$ cat src/rtl/bdre_pkg.sv
`timescale 1ns / 1ps
`default_nettype none
package bdre_pkg;

   localparam int TIME_W   = 48;
   localparam int PCT_W    = 7;
   localparam int WINDOW_W = 40;
   localparam int RATE_W   = 27;
   localparam int MIN_W    = 20;
   localparam int NUM_W    = 55;
   localparam int DIVB_W   = 33;
   localparam int STEP_W   = 6;

   localparam logic [WINDOW_W-1:0] MIN_WINDOW_RESET = 40'd600000000;
   localparam logic [WINDOW_W-1:0] US_PER_HOUR_Q8   = 40'd921600000000;
   localparam logic [25:0]         US_PER_MINUTE    = 26'd60000000;
   localparam logic [RATE_W-1:0]   RATE_MAX         = 27'd92160000;
   localparam logic [STEP_W-1:0]   STEP_LAST        = 6'd54;

   typedef enum logic [2:0] {
      STATE_IDLE,
      STATE_READ,
      STATE_CHECK,
      STATE_PREP,
      STATE_DIV,
      STATE_DONE
   } state_type;

endpackage
`default_nettype wire

$ cat src/rtl/battery_discharge_rate_estimator_unit.sv
`timescale 1ns / 1ps
`default_nettype none
// Battery discharge rate estimator. Each req word is one gauge sample; a sample taken
// off battery or with a negative percentage clears the sample history, any other is
// stored in a ring of HISTORY_DEPTH entries. Every sample gives one rsp word comparing
// the oldest and newest samples held: rate in Q8 percent per hour and minutes to empty,
// both saturating, zero when no estimate. For a sample with a valid estimate the rsp
// word is loaded once two 55-step bit-serial restoring dividers that run side by side
// have finished; without an estimate the dividers are skipped. The load waits while rsp
// holds a word not yet taken, and the next sample can be taken in the cycle after the
// load, so a new sample is not accepted before the last one's rsp word is loaded. A
// finished word waits in the rsp register while the next sample is accepted. csr writes
// min_window_us, accepted every cycle; write it only while the block is idle.
module battery_discharge_rate_estimator_unit #(
   parameter int HISTORY_DEPTH = 12
) (
   input  wire logic        clock,
   input  wire logic        reset,
   input  wire logic        req_tvalid,
   output logic             req_tready,
   input  wire logic [55:0] req_tdata,   // sample_time_us[47:0], charge_percent[55:48]
   input  wire logic [0:0]  req_tuser,   // batt_flag[0]
   output logic             rsp_tvalid,
   input  wire logic        rsp_tready,
   output logic [47:0]      rsp_tdata,   // rate_q8[26:0], mins_to_empty[46:27], zero[47]
   output logic [0:0]       rsp_tuser,   // rate_valid[0]
   input  wire logic        csr_valid,
   output logic             csr_ready,
   input  wire logic [39:0] csr_data     // min_window_us[39:0]
);

   localparam int IDX_W = $clog2(HISTORY_DEPTH);
   localparam int CNT_W = $clog2(HISTORY_DEPTH + 1);

   localparam int TW = bdre_pkg::TIME_W;
   localparam int PW = bdre_pkg::PCT_W;
   localparam int NW = bdre_pkg::NUM_W;
   localparam int BW = bdre_pkg::DIVB_W;
   localparam int RW = bdre_pkg::RATE_W;
   localparam int MW = bdre_pkg::MIN_W;

   bdre_pkg::state_type state_ff, state_in;

   logic [TW-1:0]          time_mem [HISTORY_DEPTH];
   logic [PW-1:0]          pct_mem  [HISTORY_DEPTH];

   logic [bdre_pkg::WINDOW_W-1:0] min_window_ff;
   logic [CNT_W-1:0]       count_ff, count_in;
   logic [IDX_W-1:0]       slot_ff, slot_in, oldest_in;
   logic [IDX_W-1:0]       oldest_ff;
   logic                   clear_in, accept, load_rsp;

   logic [TW-1:0]          new_t_ff, old_t_ff, dt_ff;
   logic [PW-1:0]          new_p_ff, old_p_ff, drop_ff;
   logic                   est_ok_ff;
   logic                   est_ok_in;
   logic [TW-1:0]          dt_in;

   logic [NW-1:0]          num_a_ff, num_b_ff;
   logic [TW-1:0]          div_a_ff;
   logic [BW-1:0]          div_b_ff;
   logic [TW-1:0]          rem_a_ff;
   logic [BW-1:0]          rem_b_ff;
   logic [RW-1:0]          q_a_ff;
   logic [MW-1:0]          q_b_ff;
   logic                   ovf_a_ff, ovf_b_ff;
   logic [bdre_pkg::STEP_W-1:0] step_ff;

   logic [TW:0]            sh_a, diff_a;
   logic [BW:0]            sh_b, diff_b;
   logic                   ge_a, ge_b;

   logic                   rsp_tvalid_ff;
   logic [RW-1:0]          rsp_rate_ff, rate_in;
   logic [MW-1:0]          rsp_min_ff, min_in;
   logic                   rsp_valid_bit_ff;

   assign accept    = req_tvalid && req_tready;
   assign csr_ready = 1'b1;

   // history bookkeeping for the incoming word
   always_comb begin
      clear_in = !req_tuser[0] || req_tdata[55];
      if (clear_in) begin
         count_in = '0;
         slot_in  = '0;
      end else begin
         slot_in  = (slot_ff == IDX_W'(HISTORY_DEPTH - 1)) ? '0 : slot_ff + 1'b1;
         count_in = (count_ff < CNT_W'(HISTORY_DEPTH)) ? count_ff + 1'b1 : count_ff;
      end
      oldest_in = (count_in == CNT_W'(HISTORY_DEPTH)) ? slot_in : '0;
   end

   // span and drop checks
   always_comb begin
      dt_in     = new_t_ff - old_t_ff;
      est_ok_in = (count_ff >= CNT_W'(2)) && (new_t_ff >= old_t_ff) &&
                  (old_p_ff > new_p_ff) && (dt_in >= TW'(min_window_ff));
   end

   // one restoring step per cycle in each divider
   always_comb begin
      sh_a   = {rem_a_ff, num_a_ff[NW-1]};
      ge_a   = sh_a >= {1'b0, div_a_ff};
      diff_a = sh_a - {1'b0, div_a_ff};
      sh_b   = {rem_b_ff, num_b_ff[NW-1]};
      ge_b   = sh_b >= {1'b0, div_b_ff};
      diff_b = sh_b - {1'b0, div_b_ff};
   end

   always_comb begin
      if (!est_ok_ff) begin
         rate_in = '0;
         min_in  = '0;
      end else begin
         rate_in = (ovf_a_ff || (q_a_ff > bdre_pkg::RATE_MAX)) ? bdre_pkg::RATE_MAX : q_a_ff;
         min_in  = ovf_b_ff ? '1 : q_b_ff;
      end
   end

   always_comb begin
      state_in   = state_ff;
      req_tready = 1'b0;
      load_rsp   = 1'b0;
      case (state_ff)
         bdre_pkg::STATE_IDLE: begin
            req_tready = 1'b1;
            if (req_tvalid) begin
               state_in = bdre_pkg::STATE_READ;
            end
         end
         bdre_pkg::STATE_READ: begin
            state_in = bdre_pkg::STATE_CHECK;
         end
         bdre_pkg::STATE_CHECK: begin
            state_in = est_ok_in ? bdre_pkg::STATE_PREP : bdre_pkg::STATE_DONE;
         end
         bdre_pkg::STATE_PREP: begin
            state_in = bdre_pkg::STATE_DIV;
         end
         bdre_pkg::STATE_DIV: begin
            if (step_ff == bdre_pkg::STEP_LAST) begin
               state_in = bdre_pkg::STATE_DONE;
            end
         end
         bdre_pkg::STATE_DONE: begin
            if (!rsp_tvalid_ff || rsp_tready) begin
               load_rsp = 1'b1;
               state_in = bdre_pkg::STATE_IDLE;
            end
         end
         default: begin
            state_in = bdre_pkg::STATE_IDLE;
         end
      endcase
   end

   always_ff @(posedge clock) begin
      if (reset) begin
         state_ff      <= bdre_pkg::STATE_IDLE;
         count_ff      <= '0;
         slot_ff       <= '0;
         min_window_ff <= bdre_pkg::MIN_WINDOW_RESET;
         rsp_tvalid_ff <= 1'b0;
      end else begin
         state_ff <= state_in;
         if (accept) begin
            count_ff <= count_in;
            slot_ff  <= slot_in;
         end
         if (csr_valid) begin
            min_window_ff <= csr_data;
         end
         if (load_rsp) begin
            rsp_tvalid_ff <= 1'b1;
         end else if (rsp_tready) begin
            rsp_tvalid_ff <= 1'b0;
         end
      end
   end

   // sample ring
   always_ff @(posedge clock) begin
      if (accept && !clear_in) begin
         time_mem[slot_ff] <= req_tdata[TW-1:0];
         pct_mem[slot_ff]  <= req_tdata[TW+PW-1:TW];
      end
      if (state_ff == bdre_pkg::STATE_READ) begin
         old_t_ff <= time_mem[oldest_ff];
         old_p_ff <= pct_mem[oldest_ff];
      end
   end

   always_ff @(posedge clock) begin
      if (accept) begin
         new_t_ff  <= req_tdata[TW-1:0];
         new_p_ff  <= req_tdata[TW+PW-1:TW];
         oldest_ff <= oldest_in;
      end
      if (state_ff == bdre_pkg::STATE_CHECK) begin
         est_ok_ff <= est_ok_in;
         dt_ff     <= dt_in;
         drop_ff   <= old_p_ff - new_p_ff;
      end
      if (state_ff == bdre_pkg::STATE_PREP) begin
         num_a_ff <= NW'(drop_ff) * NW'(bdre_pkg::US_PER_HOUR_Q8);
         num_b_ff <= NW'(new_p_ff) * NW'(dt_ff);
         div_a_ff <= dt_ff;
         div_b_ff <= BW'(drop_ff) * BW'(bdre_pkg::US_PER_MINUTE);
         rem_a_ff <= '0;
         rem_b_ff <= '0;
         q_a_ff   <= '0;
         q_b_ff   <= '0;
         ovf_a_ff <= 1'b0;
         ovf_b_ff <= 1'b0;
         step_ff  <= '0;
      end
      if (state_ff == bdre_pkg::STATE_DIV) begin
         num_a_ff <= {num_a_ff[NW-2:0], 1'b0};
         num_b_ff <= {num_b_ff[NW-2:0], 1'b0};
         rem_a_ff <= ge_a ? diff_a[TW-1:0] : sh_a[TW-1:0];
         rem_b_ff <= ge_b ? diff_b[BW-1:0] : sh_b[BW-1:0];
         q_a_ff   <= {q_a_ff[RW-2:0], ge_a};
         q_b_ff   <= {q_b_ff[MW-2:0], ge_b};
         ovf_a_ff <= ovf_a_ff || q_a_ff[RW-1];
         ovf_b_ff <= ovf_b_ff || q_b_ff[MW-1];
         step_ff  <= step_ff + 1'b1;
      end
      if (load_rsp) begin
         rsp_rate_ff      <= rate_in;
         rsp_min_ff       <= min_in;
         rsp_valid_bit_ff <= est_ok_ff;
      end
   end

   assign rsp_tvalid = rsp_tvalid_ff;
   assign rsp_tdata  = {1'b0, rsp_min_ff, rsp_rate_ff};
   assign rsp_tuser  = rsp_valid_bit_ff;

   a_count_range: assert property (@(posedge clock) disable iff (reset)
      count_ff <= CNT_W'(HISTORY_DEPTH))
      else $error("sample count above history depth");

   a_slot_range: assert property (@(posedge clock) disable iff (reset)
      slot_ff < IDX_W'(HISTORY_DEPTH))
      else $error("write slot out of range");

   a_invalid_zero: assert property (@(posedge clock) disable iff (reset)
      rsp_tvalid && !rsp_tuser[0] |-> rsp_tdata == '0)
      else $error("invalid estimate with nonzero payload");

   a_rate_sat: assert property (@(posedge clock) disable iff (reset)
      rsp_tvalid |-> rsp_tdata[RW-1:0] <= bdre_pkg::RATE_MAX)
      else $error("rate above saturation limit");

   a_clear_result: assert property (@(posedge clock) disable iff (reset)
      accept && clear_in |=> count_ff == '0 && slot_ff == '0)
      else $error("history not cleared");

endmodule
`default_nettype wire
$ cat config.mk
export PLATFORM = sky130hd
export DESIGN_NAME = battery_discharge_rate_estimator_unit
export DESIGN_NICKNAME = d
export VERILOG_FILES = /design/src/rtl/bdre_pkg.sv /design/src/rtl/battery_discharge_rate_estimator_unit.sv
export SDC_FILE = /design/constraint.sdc
export NUM_CORES = 2
export LEC_CHECK = 0
export BUFFER_PORTS_ARGS = -buffer_cell sky130_fd_sc_hd__buf_2
export CORE_ASPECT_RATIO = 0.8
export CORE_MARGIN = 1.5
export CORE_UTILIZATION = 50
export DETAILED_ROUTE_END_ITERATION = 12
export PLACE_DENSITY = 0.66
export SYNTH_ARGS = -nofsm -noshare
export SYNTH_HDL_FRONTEND = slang
export SYNTH_SLANG_ARGS = --single-unit
$ cat constraint.sdc
create_clock -name clock -period 10.75 [get_ports clock]
set_input_delay 1.6125 -clock clock [delete_from_list [all_inputs] [get_ports clock]]
set_output_delay 1.6125 -clock clock [all_outputs]
set_load 0.01 [all_outputs]
# ---- Word-level counts from Yosys, hierarchy flattened
# Memories as Yosys holds them, arrays and structs flattened. A register that Yosys moved wholly into a read port is not among the register bits.
# Index checks and enable logic that the tools add are counted.
dict set report word_totals {
  input_bits 102
  n_memories 2
  mem_bits_rw 660
  mem_bits_ro 0
  reg_bits 516
  latchBits 0
  out_inout_bits 52
}
dict set report op_classes {
  n_eq_ne 11
  order_cmp 8
  n_mul 3
  muxes 37
  n_addsub 7
  n_bitwise 1
  reduce_logical 18
  n_shift 0
  div_mod_pow 0
}
# name words word_bits rd rd_clocked_by_memory_dff write_ports line_no
set memory_table {}
lappend memory_table {time_mem 12 48 1 1 1 battery_discharge_rate_estimator_unit.sv:44} ;# logic [TW-1:0] time_mem [HISTORY_DEPTH];
lappend memory_table {pct_mem 12 7 1 1 1 battery_discharge_rate_estimator_unit.sv:45} ;# logic [PW-1:0] pct_mem [HISTORY_DEPTH];
# operator count
set ops {}
lappend ops {{$mux W55} 4}
lappend ops {{$mux W48} 3}
lappend ops {{$mux W33} 3}
lappend ops {{$sub A48 B48 Y48} 2}
lappend ops {{$mux W27} 3}
lappend ops {{$mux W20} 3}
lappend ops {{$mul A7 B48 Y55} 1}
lappend ops {{$ge A49 B48 Y1} 1}
lappend ops {{$ge A48 B40 Y1} 1}
lappend ops {{$ge A48 B48 Y1} 1}
lappend ops {{$ge A34 B33 Y1} 1}
lappend ops {{$sub A33 B33 Y33} 1}
lappend ops {{$mul A7 B22 Y29 const B} 1}
lappend ops {{$gt A27 B27 Y1 const B} 1}
lappend ops {{$mul A7 B18 Y25 const B} 1}
lappend ops {{$pmux W3 S6} 1}
lappend ops {{$mux W4} 4}
lappend ops {{$mux W3} 4}
lappend ops {{$mux W6} 2}
lappend ops {{$mux W1} 10}
lappend ops {{$add A4 B1 Y4 const B} 2}
lappend ops {{$eq A4 B4 Y1 const B} 2}
lappend ops {{$gt A7 B7 Y1} 1}
lappend ops {{$sub A7 B7 Y7} 1}
lappend ops {{16 further kinds} 31}

# ---- Logic depth before layout (Yosys ltp)
dict set report logic_depth {
  depth_word 6
  ltp_mapped 24
}

# ---- Worst setup path before layout
# No wires, ideal clock.
dict set report synth_path {
  kind {reg-to-reg}
  from {register state_ff[0]}
  to {register num_a_ff[18], enable pin}
  synth_period_minus_slack_ps 7006
  setup_ps 1766
  slack_ps 3744
  arrival_time_ps 5239
  path_stages_with_launch 7
  path_cell_list {dfxtp_1 -> clkbuf_1 -> or2_2 -> clkbuf_1 -> clkbuf_1 -> buf_1 -> nand2_1}
}
dict set report synth_via {
  elab_chain_len 2
  word_cells_on_any_way 3
}
# element line_no
set synth_rtl {}
lappend synth_rtl {{start: declaration} battery_discharge_rate_estimator_unit.sv:42} ;# bdre_pkg::state_type state_ff, state_in;
lappend synth_rtl {{start signal: assignment} battery_discharge_rate_estimator_unit.sv:160} ;# state_ff <= bdre_pkg::STATE_IDLE;
lappend synth_rtl {{start signal: assignment} battery_discharge_rate_estimator_unit.sv:166} ;# state_ff <= state_in;
lappend synth_rtl {{$eq A3 B2 Y1 or $eq A3 B3 Y1 (tied branches)} {battery_discharge_rate_estimator_unit.sv:205, battery_discharge_rate_estimator_unit.sv:218}}
lappend synth_rtl {{$reduce_bool A2 Y1 (no line) (*)} n/a}
lappend synth_rtl {{end signal: assignment} battery_discharge_rate_estimator_unit.sv:206} ;# num_a_ff <= NW'(drop_ff) * NW'(bdre_pkg::US_PER_HOUR_Q8);
lappend synth_rtl {{end signal: assignment} battery_discharge_rate_estimator_unit.sv:219} ;# num_a_ff <= {num_a_ff[NW-2:0], 1'b0};
lappend synth_rtl {{end: declaration} battery_discharge_rate_estimator_unit.sv:59} ;# logic [NW-1:0] num_a_ff, num_b_ff;
# Mark *: on every way between the ends. The rest lies on a longest branch, timed or not.
# A chain may end at the register's enable or synchronous reset.

# ---- Final worst setup path
dict set report layout_path {
  from {register new_p_ff[1]}
  to {register num_b_ff[54], data pin}
}
dict set report layout_via {
  elab_chain_len 3
}
# element line_no
set layout_rtl {}
lappend layout_rtl {{start: declaration} battery_discharge_rate_estimator_unit.sv:54} ;# logic [PW-1:0] new_p_ff, old_p_ff, drop_ff;
lappend layout_rtl {{start signal: assignment} battery_discharge_rate_estimator_unit.sv:197} ;# new_p_ff <= req_tdata[TW+PW-1:TW];
lappend layout_rtl {{$mul A7 B48 Y55} battery_discharge_rate_estimator_unit.sv:207} ;# num_b_ff <= NW'(new_p_ff) * NW'(dt_ff);
lappend layout_rtl {{$mux W55} battery_discharge_rate_estimator_unit.sv:205} ;# if (state_ff == bdre_pkg::STATE_PREP) begin
lappend layout_rtl {{$mux W55} battery_discharge_rate_estimator_unit.sv:218} ;# if (state_ff == bdre_pkg::STATE_DIV) begin
lappend layout_rtl {{end signal: assignment} battery_discharge_rate_estimator_unit.sv:207}
lappend layout_rtl {{end signal: assignment} battery_discharge_rate_estimator_unit.sv:220} ;# num_b_ff <= {num_b_ff[NW-2:0], 1'b0};
lappend layout_rtl {{end: declaration} battery_discharge_rate_estimator_unit.sv:59}
# No other way between the ends. The select of a mux whose other input is x is not followed.

==> key figures <==
Global route
  • Gr usage total: 21.8%
  • Initial antenna violation count: 23
  • Pin count of the biggest net entering global routing: 173
  • Gr ovfl total: 0
  • Met2 Use GR: 34.0%
  • Number of global-route vias before repair: 40863
  • GRT busiest layer: met2
  • M1 GR Usage: 31.9%
  • Met3 Use GR: 3.30%
  • First-pass GRT wire length: 236000 µm

Place
  • Dpl hpwl: 100000 µm
  • RePlAce Congestion: 0.890
  • Dpl ws: 3.89 ns
  • IO buf count: 151

STA
  • Worst clock skew: 0.0712 ns
  • Max Clock Freq: 0.144 GHz
  • Min cycle time layout: 6.97 ns
  • Setup violators final: 0
  • Actual slew at the worst max-slew pin: 1.17 ns
  • RSZ-0062 raised after global routing: no
  • Hold violation count in the final report: 0
  • Max-slew headroom: 22.2%
  • Max-slew violations: 0
  • Final TNS setup: 0 ns
  • Worst setup margin: 3.78 ns
  • Period utilization: 64.8%

Yosys
  • Top_reg_cell synth: edfxtp_1
  • Synth Instances: 5311
  • Synth Cell Area: 0.0680 mm²
  • Post-synthesis sequential area ratio: 53.6%
  • Syn Nets: 6050
  • Post-synth top area cell: edfxtp_1
  • Netlist cell types: 95
  • Ys Warns: 0
  • Fraction of registers with async set/reset: 0%
  • Share of Yosys cell area claimed by the top area cell type: 52.0%
  • Top cells by area, synth: edfxtp_1 52%, fa_1 8.0%, ha_1 6.7%, mux4_2 5.5%, inv_1 3.2%
  • Post-synth EDFFs: 1178
  • Seq cells post-synth: 1231
  • Syn_area_per_cell: 12.8 µm²

Clock tree
  • # clock sinks: 1231
  • Clock slew seen by the registers of the worst setup and hold paths: 0.06 ns
  • Hold Buf Count CTS: 0
  • Post-CTS Setup Inserts: 0
  • Worst-Skew Late Latency: 0.78 ns
  • Longest Clk Path Bufs: 3
  • H-tree Lvls: 3
  • CTS root buf: clkbuf_16
  • Num CTS Buffers: 120
  • CTS tree: built
  • CTS resizes: 0

Detailed routing
  • DRC viols: 0
  • Router iterations before antenna repair: 5
  • Antenna viol nets, final: 0
  • Via Count: 40907
  • Wire per inst: 20.7 µm
  • Vias per inst: 5.59
  • Iteration-0 DRC Markers: 3385
  • Final WL: 151000 µm

Worst setup path
  • Worst path max stage delay: 0.68 ns
  • Worst path buffer plus inverter count: 3
  • Critical path, cell by cell: buf_4 -> and2_1 -> fa_1 -> fa_1 -> fa_1 -> inv_1 -> fa_1 -> inv_1 -> ha_1 -> or4_1 -> o21ai_1 -> nand2_1 -> a2111o_1 -> nand3_1 -> o211ai_1 -> a41oi_2 -> o211ai_1 -> a31oi_2 -> mux2i_1 -> or3_1
  • Crit path depth: 20
  • R2R cell count: 20
  • WS Path Type: reg2reg
  • Worst EP required: 11.20 ns
  • Crit start category: flip-flop
  • CP max FO: 38
  • Critical Path AT: 7.42 ns
  • Most common cell on crit path: fa_1
  • Crit. End Element: flip-flop
  • CP top delay family: adder cells
  • Slowest stage cell, crit path: edfxtp_1

Die
  • Row Count: 120
  • Core Region: 0.134 mm²
  • Initial Utilization: 50.6%
  • Die width: 415 µm
  • Die Y: 333 µm
  • Ports: 154
  • Total die area: 0.138 mm²

Final layout
  • Synth-to-layout area growth: 9.86%
  • NumNets Final: 6174
  • Layout cells sized above 1: 10.8%
  • Filler cells: 10860

Pwr
  • Peak VDD IR: 155 µV
  • Leakage Power: 29.2 nW
  • Power per cell area: 185 mW/mm²

Hold path
  • Hold path cells: 2
  • Worst min path class: reg2reg

Run
  • Max-cap violation count: 0

Run status
  • Status: complete, no violations
## final cells by class
cell class	count	area, µm²	area share [%]
Clock inverter	81	935	1.25
Antenna cell	14	35.0	0.0469
Inverter	572	2150	2.87
Sequential cell	1231	36400	48.7
Tap cell	1769	2210	2.96
Clock buffer	142	3090	4.13
Timing Repair Buffer	192	1100	1.47
Multi-Input combinational cell	3318	28800	38.5
## kinds of logic after synthesis
logic type	Yosys count	share of synthesized area, %
compound gates	886	8.26
xor+xnor	195	2.51
fa+ha+maj	637	14.7
buf+inv	762	4.25
flops	1231	53.6
mux	276	7.10
other cells	2	0.0110
simple gates	1322	9.61
## synth_stat cells, types with 6 or more instances
library cell,number
edfxtp_1,1178
inv_1,571
nand2_1,419
ha_1,366
and2_1,323
fa_1,271
nor2_1,265
a21oi_1,256
o21ai_0,223
mux4_2,165
clkbuf_1,150
xnor2_1,128
a21o_1,123
mux2i_1,110
xor2_1,67
nand3_1,59
dfxtp_1,53
nand2b_1,43
nand4_1,41
o21bai_1,39
a211oi_1,38
nor3_1,35
nor2b_1,31
and3_1,27
o211ai_1,26
a31oi_1,23
buf_1,23
o21a_1,23
o31ai_1,17
o21ai_1,15
buf_2,13
or2_2,13
or3_1,11
nor4_1,9
a221oi_1,8
a22o_1,8
a211o_1,7
a31o_2,7
nand3b_1,7
nor3b_1,7
or4_1,6
## state kept, by name, indices dropped and copies added (netlist names), 37 cells and up
name / flops
time_mem: 576
pct_mem: 84
num_b_ff: 55
div_a_ff: 48
dt_ff: 48
new_t_ff: 48
old_t_ff: 48
rem_a_ff: 48
min_window_ff: 40
num_a_ff: 37
## final timing paths
kind | end | slack, ns | from
setup / recovery | num_b_ff[54] | 3.78 | new_p_ff[1]
hold / removal | num_b_ff[0] | 0.47 | num_b_ff[0]
setup reg to reg | num_b_ff[54] | 3.78 | new_p_ff[1]
hold reg to reg | num_b_ff[0] | 0.47 | num_b_ff[0]
## worst min-delay path: stages, from the launching register on
cell and delay [ns]:
dfxtp_1 0.31, nand3_1 0.07, nand2_1 0.05
## per-stage QoR
| stage | hold slack, ns | utilization (%) | instance area, µm² | std cells | total power [W] |
|---|---|---|---|---|---|
| finish | 0.472 | 55.6 | 74700 | 7319 | 0.0138 |
| global route | 0.500 | 55.6 | 74700 | 7317 | 0.0146 |
| CTS | 0.478 | 55.6 | 74700 | 7305 | 0.0139 |
| detailed placement | 0.466 | 52.6 | 70700 | 7082 | 0.00959 |
| global placement | 0.449 | 52.6 | 70700 | 7082 | 0.00952 |
| floorplan | 0.434 | - | 68000 | 5311 | 0.00867 |
## power breakdown
group | internal, W | switching [W] | total, W
clock | 0.00244 | 0.00188 | 0.00432
sequential | 0.00543 | 0.0000754 | 0.00551
combinational | 0.00166 | 0.00236 | 0.00402
## layer usage
metal / wire length, µm / share of wire (%)
met3: 7900 / 5.2
met4: 3620 / 2.4
met5: 118 / 0.078
met1: 70400 / 47
met2: 69200 / 46
## cell usage in the layout, fill, tap and decap left out, drive strengths merged, types with 123 or more instances in the layout
cell type / Yosys / layout
mux4: 165 / 165
nand2: 420 / 420
a21o: 123 / 123
inv: 571 / 574
a21oi: 257 / 257
edfxtp: 1178 / 1178
nor2: 267 / 267
o21ai: 239 / 239
xnor2: 128 / 128
and2: 323 / 323
ha: 366 / 366
fa: 271 / 271
buf: 40 / 192
clkbuf: 150 / 142
No activity file was read; power rests on OpenSTA's default activity.
